File: src/rtl/bezier_curve_point_evaluator_defines.svh
// ----------------------------------------------------------------------------
// Bezier curve point evaluator: assertion macros
// Shared property forms for the checks at the end of the top level.
// ----------------------------------------------------------------------------
`ifndef BEZIER_CURVE_POINT_EVALUATOR_DEFINES_SVH
`define BEZIER_CURVE_POINT_EVALUATOR_DEFINES_SVH

// Same-cycle implication, disabled during reset.
`define BCPE_ASSERT_SAME(label, clk, rst_n, ante, cons, msg) \
    label: assert property (@(posedge clk) disable iff (!rst_n) (ante) |-> (cons)) \
        else $error(msg);

// Next-cycle implication, disabled during reset.
`define BCPE_ASSERT_NEXT(label, clk, rst_n, ante, cons, msg) \
    label: assert property (@(posedge clk) disable iff (!rst_n) (ante) |=> (cons)) \
        else $error(msg);

`endif

File: src/rtl/bcpe_pkg.sv
// ----------------------------------------------------------------------------
// bcpe_pkg
// Types, constants and the binomial table shared by the Bezier evaluator.
// ----------------------------------------------------------------------------
package bcpe_pkg;

    localparam int MAX_POINTS = 8;
    localparam int IDX_W      = 3;
    localparam int DEG_W      = 3;
    localparam int COORD_W    = 32;
    localparam int T_W        = 17;
    localparam int Q_W        = 31;              // unsigned Q1.30
    localparam int Q_FRAC     = 30;
    localparam int MUL_W      = 33;              // signed multiplier operand
    localparam int PROD_W     = 2 * MUL_W;
    localparam int ACC_W      = 64;
    localparam int BINOM_W    = 6;

    localparam logic [DEG_W-1:0] DEGREE_RESET = 3'd3;
    localparam logic [T_W-1:0]   T_ONE        = 17'h10000;
    localparam logic [Q_W-1:0]   ONE_Q30      = 31'h4000_0000;

    // Pascal triangle, rows n = 0..7
    localparam logic [BINOM_W-1:0] BINOM_TABLE [8][8] = '{
        '{6'd1, 6'd0, 6'd0,  6'd0,  6'd0,  6'd0,  6'd0, 6'd0},
        '{6'd1, 6'd1, 6'd0,  6'd0,  6'd0,  6'd0,  6'd0, 6'd0},
        '{6'd1, 6'd2, 6'd1,  6'd0,  6'd0,  6'd0,  6'd0, 6'd0},
        '{6'd1, 6'd3, 6'd3,  6'd1,  6'd0,  6'd0,  6'd0, 6'd0},
        '{6'd1, 6'd4, 6'd6,  6'd4,  6'd1,  6'd0,  6'd0, 6'd0},
        '{6'd1, 6'd5, 6'd10, 6'd10, 6'd5,  6'd1,  6'd0, 6'd0},
        '{6'd1, 6'd6, 6'd15, 6'd20, 6'd15, 6'd6,  6'd1, 6'd0},
        '{6'd1, 6'd7, 6'd21, 6'd35, 6'd35, 6'd21, 6'd7, 6'd1}
    };

    function automatic logic [BINOM_W-1:0] binom_coef(input logic [DEG_W-1:0] n,
                                                      input logic [IDX_W-1:0] r);
        return BINOM_TABLE[n][r];
    endfunction

    // Operation issued to the shared multiplier
    typedef enum logic [2:0] {
        MUL_NONE,
        MUL_TPOW,
        MUL_UPOW,
        MUL_PROD,
        MUL_BINOM,
        MUL_X,
        MUL_Y
    } mul_op_t;

    typedef enum logic [3:0] {
        ST_IDLE,
        ST_TPOW,
        ST_UPOW,
        ST_PROD,
        ST_BINOM,
        ST_MULX,
        ST_MULY,
        ST_DRAIN,
        ST_ROUND
    } ctrl_state_t;

    typedef struct packed {
        logic             start;
        logic             load;
        logic             round;
        mul_op_t          op;
        logic [IDX_W-1:0] t_addr;
        logic [IDX_W-1:0] u_addr;
        logic [IDX_W-1:0] wr_idx;
        logic [IDX_W-1:0] pt_idx;
        logic [DEG_W-1:0] degree;
    } dp_cmd_t;

    typedef struct packed {
        logic out_busy;
    } dp_status_t;

endpackage

File: src/rtl/bcpe_ctrl.sv
// ----------------------------------------------------------------------------
// bcpe_ctrl
// Sequencer: holds the degree register and steps the shared multiplier
// through the power, basis and coordinate products of one evaluation.
// ----------------------------------------------------------------------------
module bcpe_ctrl
    import bcpe_pkg::*;
(
    input  logic             clk,
    input  logic             rst_n,
    input  logic             in_valid,
    output logic             in_ready,
    input  logic             func,
    input  logic             cfg_we,
    input  logic [DEG_W-1:0] cfg_data,
    input  dp_status_t       status,
    output dp_cmd_t          cmd
);

    ctrl_state_t      state_reg, state_next;
    logic [IDX_W-1:0] k_reg, k_next;
    logic [IDX_W-1:0] i_reg, i_next;
    logic [DEG_W-1:0] degree_reg;

    // State, counters and degree register
    always_ff @(posedge clk or negedge rst_n)
    begin
        if (!rst_n)
        begin
            state_reg  <= ST_IDLE;
            k_reg      <= '0;
            i_reg      <= '0;
            degree_reg <= DEGREE_RESET;
        end
        else
        begin
            state_reg <= state_next;
            k_reg     <= k_next;
            i_reg     <= i_next;
            if (cfg_we)
            begin
                degree_reg <= cfg_data;
            end
        end
    end

    // Next state and commands
    always_comb
    begin
        state_next = state_reg;
        k_next     = k_reg;
        i_next     = i_reg;
        in_ready   = 1'b0;
        cmd        = '0;
        cmd.op     = MUL_NONE;
        cmd.degree = degree_reg;

        unique case (state_reg)
            ST_IDLE:
            begin
                in_ready = 1'b1;
                if (in_valid)
                begin
                    if (func)
                    begin
                        cmd.start = 1'b1;
                        i_next    = '0;
                        k_next    = IDX_W'(1);
                        // degree zero needs no powers
                        state_next = (degree_reg == '0) ? ST_PROD : ST_TPOW;
                    end
                    else
                    begin
                        cmd.load = 1'b1;
                    end
                end
            end
            ST_TPOW:
            begin
                cmd.op     = MUL_TPOW;
                cmd.t_addr = k_reg - IDX_W'(1);
                cmd.wr_idx = k_reg;
                state_next = ST_UPOW;
            end
            ST_UPOW:
            begin
                cmd.op     = MUL_UPOW;
                cmd.u_addr = k_reg - IDX_W'(1);
                cmd.wr_idx = k_reg;
                if (k_reg == degree_reg)
                begin
                    state_next = ST_PROD;
                end
                else
                begin
                    k_next     = k_reg + IDX_W'(1);
                    state_next = ST_TPOW;
                end
            end
            ST_PROD:
            begin
                cmd.op     = MUL_PROD;
                cmd.t_addr = i_reg;
                cmd.u_addr = degree_reg - i_reg;
                cmd.pt_idx = i_reg;
                state_next = ST_BINOM;
            end
            ST_BINOM:
            begin
                cmd.op     = MUL_BINOM;
                cmd.pt_idx = i_reg;
                state_next = ST_MULX;
            end
            ST_MULX:
            begin
                cmd.op     = MUL_X;
                cmd.pt_idx = i_reg;
                state_next = ST_MULY;
            end
            ST_MULY:
            begin
                cmd.op     = MUL_Y;
                cmd.pt_idx = i_reg;
                if (i_reg == degree_reg)
                begin
                    state_next = ST_DRAIN;
                end
                else
                begin
                    i_next     = i_reg + IDX_W'(1);
                    state_next = ST_PROD;
                end
            end
            ST_DRAIN:
            begin
                // let the last y product reach its sum
                state_next = ST_ROUND;
            end
            ST_ROUND:
            begin
                // hold until the output register is free
                if (!status.out_busy)
                begin
                    cmd.round  = 1'b1;
                    state_next = ST_IDLE;
                end
            end
            default:
            begin
                state_next = ST_IDLE;
            end
        endcase
    end

endmodule

File: config.mk
export PLATFORM = sky130hd
export DESIGN_NAME = bcpe_ctrl
export DESIGN_NICKNAME = d
export VERILOG_FILES = /design/src/rtl/bezier_curve_point_evaluator_defines.svh /design/src/rtl/bcpe_pkg.sv /design/src/rtl/bcpe_ctrl.sv
export SDC_FILE = /design/constraint.sdc
export NUM_CORES = 1
export LEC_CHECK = 0
export BUFFER_PORTS_ARGS = -buffer_cell sky130_fd_sc_hd__buf_2
export CORE_ASPECT_RATIO = 0.7
export CORE_MARGIN = 2
export CORE_UTILIZATION = 35
export DETAILED_ROUTE_END_ITERATION = 10
export SETUP_SLACK_MARGIN = 0.3
export SYNTH_ARGS = -nofsm -noshare
export SYNTH_HDL_FRONTEND = slang
export SYNTH_SLANG_ARGS = --single-unit
File: constraint.sdc
create_clock -name clk -period 1.7 [get_ports clk]
set_input_delay 0.34 -clock clk [delete_from_list [all_inputs] [get_ports clk]]
set_output_delay 0.34 -clock clk [all_outputs]
set_load 0.005 [all_outputs]
==> metrics.csv, run 1 <==
stage;metric;value;unit
min_path;hold_path_depth;2;
critical_path;worstSetupEndpointType;primary output;
synth;synth_area_per_cell;8.51;um2
critical_path;r2r_cells;5;
critical_path;cp.depth;7;
layout;final_area;0.00196;mm2
layout;nets;211;
timing;skew;0.00777;ns
synth;synthesis.nets;134;
timing;setup_slack;-0.422;ns
pwr;power.leakage;0.930;nW
routing;routed_via_density;5.22;
timing;tightestPinTransition;0.356;ns
grt;grt_usage;0.209;
outcome;violations;negative setup slack;
grt;grt_pass1_wl;5.22;mm
grt;antenna_found_initial;0;
critical_path;path_buf_inv;2;
clock_tree;clock-sinks;13;
critical_path;r2r_start;state_reg[0];
layout;postLayoutCoreUtil;0.703;
timing;period_minus_slack;2.12;ns
clock_tree;cts_root_buffer;clkbuf_8;
critical_path;rr_endpoint;k_reg[2];
routing;vias;1206;
timing;finalSetupTns;-2.55;ns
job;maxCapViolCount;0;
floorplanning;num_io_pins;31;
clock_tree;cts_tree;yes;
grt;overflow;0;
synth;synth_top_area_share;0.272;
place;port_buffers;30;
timing;max_freq;471;MHz
synth;synthCells;119;
critical_path;critPathLaunchType;flip-flop;
pwr;powerDensity;1910;mW/mm2
layout;antennaDiodeCount;0;
critical_path;critPathKind;reg -> out;
critical_path;slowest_stage;dfstp_2;
layout;post_route_cells_drive_above_1_share;0.697;
floorplanning;die_y;49.0;um
layout;area_delta_synth_final;93.2;%
routing;ant_nets;0;
place;dpl.hpwl;2.07;mm
min_path;hp-class;in -> reg;
timing;setup_viol;22;
grt;grt_pass1_vias;1107;
synth;synth_warnings;0;
clock_tree;cts_buffer_depth;2;
grt;grt_start_max_net_pins;18;
timing;slew_viol_final;0;
timing;hold_viol_final;0;
critical_path;path_cells;inv_2, ha_4, fa_2, xnor2_2, nor2_1, a211oi_2, buf_2;
floorplanning;rows;16;
critical_path;cp_top_family;flip-flops;
routing;drc;0;
critical_path;critPathMaxStageDelay;0.54;ns
pwr;power;3.74;mW
pwr;ir_drop;0.000804;V
outcome;status;complete, but fails checks;
clock_tree;numCtsBuffers;3;
clock_tree;cts.clk_slew.worst_paths;0.06;ns
synth;syn_area;0.00101;mm2
timing;relSlewSlack;0.761;
critical_path;critPathCapture;cmd[11];
synth;synth_top_area_cell;dfrtp_1;
synth;yosys-top-cells-count;nand2_1, nor2_1, dfrtp_1;
timing;finalCritPeriodShare;1.25;
place;dp_slack;-0.182;ns
critical_path;cp_data_required_time;1.36;ns
layout;largest_reg_flops;4;
clock_tree;clkLatencyLatePin;0.26;ns
routing;wl_per_cell;16.6;um
routing;first_pass_iters;4;
floorplanning;start_util;0.364;
synth;yosysMostFrequentCell;nand2_1;
clock_tree;htree_levels;1;
synth;synth_edf_count;0;
place;placedInstanceArea;0.00135;mm2
floorplanning;chipWidth;68.3;um
floorplanning;fp.coreArea;0.00278;mm2
place;gp_congestion;0.778;
synth;synthFlopType;dfrtp_1;
routing;finalWirelength;3.84;mm
critical_path;startpoint;degree_reg[0];
synth;synth_cell_type_count;33;
synth;synth-seq-cells;13;
critical_path;reg2reg_slack;-0.06;ns
timing;rsz0062_at_grt;yes;
synth;yosysSeqAreaShare;0.324;
synth;synth_top_cells_by_area;dfrtp_1, ha_1, dfstp_2;
critical_path;crit_fanout;2;
routing;drt_first_iter_violations;63;
critical_path;cp.arrival;1.78;ns
synth;async_flop_share;1.00;
floorplanning;dieArea;0.00335;mm2
-- layer usage --
layer / up-vias / GRT usage / routed length (um)
li1: 558 / - / -
met1: 604 / 0.271 / 1690
met2: 37 / 0.338 / 1930
met3: 7 / 0.0577 / 165
met4: 0 / 0.0567 / 43
met5: - / 0 / 0
-- stage by stage --
step,cells,hold WS [ns]
finish,231,0.285
global route,231,0.307
CTS,213,0.293
detailed placement,194,0.260
global placement,194,0.255
floorplan,119,0.0444
-- worst reg2reg max path, cell delays in order (launching register included) --
cell,delay [ns]
dfrtp_1,0.39
buf_6,0.13
or4b_4,0.53
a31oi_4,0.19
mux2_4,0.31
mux2i_1,0.13
-- worst min path at each step --
| stage | endpoint | from |
|---|---|---|
| after global routing | degree_reg[0] | cfg_we |
| after detailed placement | k_reg[0] | rst_n |
| after global placement | k_reg[0] | rst_n |
| final | degree_reg[1] | cfg_we |
| after floorplan | degree_reg[2] | rst_n |
| after CTS | degree_reg[1] | cfg_we |
-- timing repair --
action	CTS	global route
endpoints found under the setup margin	27	28
cloned	0	1
hold buffers	1	0
pin swaps	12	14
resized for setup	38	33
endpoints found under the hold margin	8	0
buffers inserted	14	17
-- layout make-up --
| cell class | count | area, um2 |
|---|---|---|
| Multi-Input combinational cell | 90 | 850 |
| Fill cell | 203 | 827 |
| Timing Repair Buffer | 78 | 643 |
| Sequential cell | 13 | 329 |
| Clock buffer | 4 | 45.0 |
| Tap cell | 36 | 45.0 |
| Inverter | 10 | 43.8 |
-- power breakdown --
part / leakage (nW) / total [mW] / internal, mW / switching [mW]
Combinational: 0.749 / 2.89 / 1.56 / 1.33
Sequential: 0.158 / 0.558 / 0.424 / 0.135
Clock: 0.0228 / 0.296 / 0.166 / 0.130
Total: 0.930 / 3.74 / 2.15 / 1.59
-- cell families (layout without fill, tap and decap cells) --
group | after synthesis | after routing | synth area share
flip-flops | 13 | 13 | 0.324
buffers and inverters | 16 | 92 | 0.0742
AO/OA/AOI/OAI | 21 | 21 | 0.146
AND/OR/NAND/NOR | 50 | 50 | 0.252
multiplexers | 6 | 6 | 0.0618
adder cells (fa/ha/maj) | 6 | 6 | 0.0816
XOR/XNOR | 7 | 7 | 0.0606
-- cells in the final DEF (no fill, tap or decap), drive strengths merged --
master	netlist	routed
buf	2	76
nand2	13	13
nor2	12	12
dfrtp	11	11
inv	10	9
a21oi	8	8
and2	6	6
xnor2	6	6
a211oi	5	5
nand3	5	5
ha	5	5
clkbuf	4	5
mux2i	4	4
nor3	4	4
nand2b	3	3
o21ai	3	3
nor4	2	2
dfstp	2	2
mux2	2	2
or4	1	1
nor2b	1	1
nor3b	1	1
xor2	1	1
a21boi	1	1
clkinvlp	0	1
or4b	1	1
o31a	1	1
nand4b	1	1
a31oi	1	1
o31ai	1	1
o211a	1	1
fa	1	1
dlygate4sd3	0	1
Power figures use the tool's default switching activity.
==> inputs of run 2 (changes only) <==
--- a/config.mk
+++ b/config.mk
@@ -6,10 +6,14 @@
 export NUM_CORES = 1
 export LEC_CHECK = 0
 export BUFFER_PORTS_ARGS = -buffer_cell sky130_fd_sc_hd__buf_2
+export CELL_PAD_IN_SITES_DETAIL_PLACEMENT = 0
+export CELL_PAD_IN_SITES_GLOBAL_PLACEMENT = 1
 export CORE_ASPECT_RATIO = 0.7
 export CORE_MARGIN = 2
-export CORE_UTILIZATION = 35
+export CORE_UTILIZATION = 33
 export DETAILED_ROUTE_END_ITERATION = 10
+export PLACE_DENSITY_LB_ADDON = 0.1
+export RECOVER_POWER = 100
 export SETUP_SLACK_MARGIN = 0.3
 export SYNTH_ARGS = -nofsm -noshare
 export SYNTH_HDL_FRONTEND = slang
==> run 2 against run 1 <==
Against the previous run: critical endpoint unchanged; register-to-register slack got worse by 0.05 ns; non-clock buffer count decreased by 8; clock power decreased by 4%; maximum frequency increased by 0.54%; sequential cell count unchanged; total power decreased by 3.5%; sequential share of layout area increased by 0.24 points; cell count decreased by 3.5%; the run still ends with negative setup slack left; routed wire length decreased by 6.4%; hold slack improved by 0.017 ns; sequential power decreased by 2%.
==> metrics.csv, run 2 (synthesis results as in run 1) <==
stage;metric;value;unit;change
outcome;status;complete, but fails checks;;
outcome;violations;negative setup slack;;
critical_path;critPathMaxStageDelay;0.54;ns;about the same
floorplanning;num_io_pins;31;;unchanged
routing;wl_per_cell;16.1;um;-3.1%
grt;grt_usage;0.194;;-0.0154
layout;final_common_cell;buf_2;;
pwr;power;3.61;mW;-3.5%
timing;relSlewSlack;0.481;;-0.280
critical_path;critPathLaunchType;flip-flop;;
critical_path;path_cells;inv_2, ha_4, fa_2, xnor2_2, nor2_1, a211oi_2, buf_2;;
timing;setup_slack;-0.411;ns;+0.0114 ns
timing;hold_viol_final;0;;unchanged
grt;grt_pass1_wl;5.28;mm;+1.1%
layout;post_route_cells_drive_above_1_share;0.684;;-0.0129
min_path;hp-class;in -> reg;;
pwr;power.leakage;0.887;nW;-4.6%
routing;drc;0;;unchanged
timing;finalCritPeriodShare;1.24;;-0.00669
layout;area_delta_synth_final;89.7;%;
clock_tree;numCtsBuffers;3;;unchanged
layout;nets;203;;-3.8%
layout;postLayoutCoreUtil;0.671;;-0.0319
timing;rsz0062_at_grt;yes;;
critical_path;crit_fanout;2;;unchanged
critical_path;slowest_stage;dfstp_2;;
routing;drt_first_iter_violations;70;;+11%
clock_tree;cts_tree;yes;;
floorplanning;start_util;0.354;;-0.0102
place;gp_congestion;0.790;;+1.5%
layout;final_cell_mix;buf_2, buf_4, buf_6, dfrtp_1;;
routing;first_pass_iters;4;;unchanged
clock_tree;cts_root_buffer;clkbuf_8;;
clock_tree;htree_levels;1;;unchanged
routing;finalWirelength;3.59;mm;-6.4%
routing;ant_nets;0;;unchanged
place;dpl.hpwl;2.22;mm;+7.2%
timing;max_freq;474;MHz;+0.54%
critical_path;cp_data_required_time;1.36;ns;about the same
place;port_buffers;30;;unchanged
pwr;ir_drop;0.000633;V;-21%
timing;setup_viol;24;;+9.1%
clock_tree;clock-sinks;13;;unchanged
critical_path;critPathKind;reg -> out;;
grt;overflow;0;;unchanged
timing;skew;0.00635;ns;-0.00142 ns
routing;vias;1151;;-4.6%
critical_path;cp.arrival;1.77;ns;about the same
routing;routed_via_density;5.16;;-1.1%
job;maxCapViolCount;0;;unchanged
grt;antenna_found_initial;0;;unchanged
clock_tree;clkLatencyLatePin;0.25;ns;about the same
clock_tree;cts_buffer_depth;2;;unchanged
critical_path;worstSetupEndpointType;primary output;;
clock_tree;cts.clk_slew.worst_paths;0.05;ns;about the same
timing;slew_viol_final;0;;unchanged
layout;largest_reg_flops;4;;unchanged
grt;grt_pass1_vias;1079;;-2.5%
floorplanning;dieArea;0.00353;mm2;+5.6%
floorplanning;chipWidth;70.2;um;+2.8%
pwr;powerDensity;1880;mW/mm2;-1.7%
timing;tightestPinTransition;0.778;ns;+0.422 ns
floorplanning;rows;16;;unchanged
floorplanning;fp.coreArea;0.00286;mm2;+2.9%
floorplanning;die_y;50.3;um;+2.7%
timing;period_minus_slack;2.11;ns;-0.0114 ns
grt;grt_start_max_net_pins;14;;-4
layout;antennaDiodeCount;0;;unchanged
## run 2: path summary, 6_finish.rpt
kind                               startpoint            end  slack [ns]  depth (start not counted)
min in group asynchronous               rst_n   state_reg[2]        0.70                          2
max in group asynchronous               rst_n       i_reg[1]        0.51                          2
worst max-delay path            degree_reg[0]        cmd[11]       -0.41                          7
worst max register to register   state_reg[2]       k_reg[2]       -0.11                          9
worst min register to register  degree_reg[0]  degree_reg[0]        0.55                          2
worst min-delay path                   cfg_we  degree_reg[1]        0.30                          2
## run 2: routing by layer
metal	global-route usage	wire length [um]	share of wire
met1	0.249	1550	0.43
met3	0.0562	171	0.048
met5	0	0	0
met2	0.322	1830	0.51
met4	0.0481	44	0.012
## run 2: worst max-delay path: cells and delay by family, from the launching register on
family                   cells  cell delay, ns
flip-flops                   1            0.54
buffers and inverters        2            0.19
adder cells (fa/ha/maj)      2            0.49
AO/OA/AOI/OAI                1            0.13
AND/OR/NAND/NOR              1            0.06
XOR/XNOR                     1            0.12
## run 2: where the power goes
part           internal (mW)  switching, mW
combinational           1.43           1.35
clock                  0.166          0.119
sequential             0.422          0.127
total                   2.02           1.60
## run 2: area by class of cell
cell class              count  area, um2
well taps                  36       45.0
fillers                   205        942
repair buffers             70        536
flip-flops and latches     13        328
inverters                  10       46.3
multi-input cells          90        921
clock buffers               4       45.0
## run 2: through the flow
stage / std cells / hold slack (ns) / setup WS, ns / TNS (ns) / area (um2)
floorplan: 119 / 0.0444 / -0.0577 / -0.0577 / 1070
global placement: 195 / 0.250 / -0.155 / -0.215 / 1350
detailed placement: 195 / 0.247 / -0.178 / -0.255 / 1350
CTS: 215 / 0.298 / -0.447 / -1.98 / 1670
global route: 223 / 0.325 / -0.517 / -4.16 / 1920
finish: 223 / 0.302 / -0.411 / -2.82 / 1920
## run 2: repair_timing
item,CTS,global route
endpoints found under the setup margin,27,30
buffers inserted,15,8
hold buffers,1,0
gates resized for setup,37,41
endpoints found under the hold margin,11,0
gates cloned,0,0
pin swaps,15,15
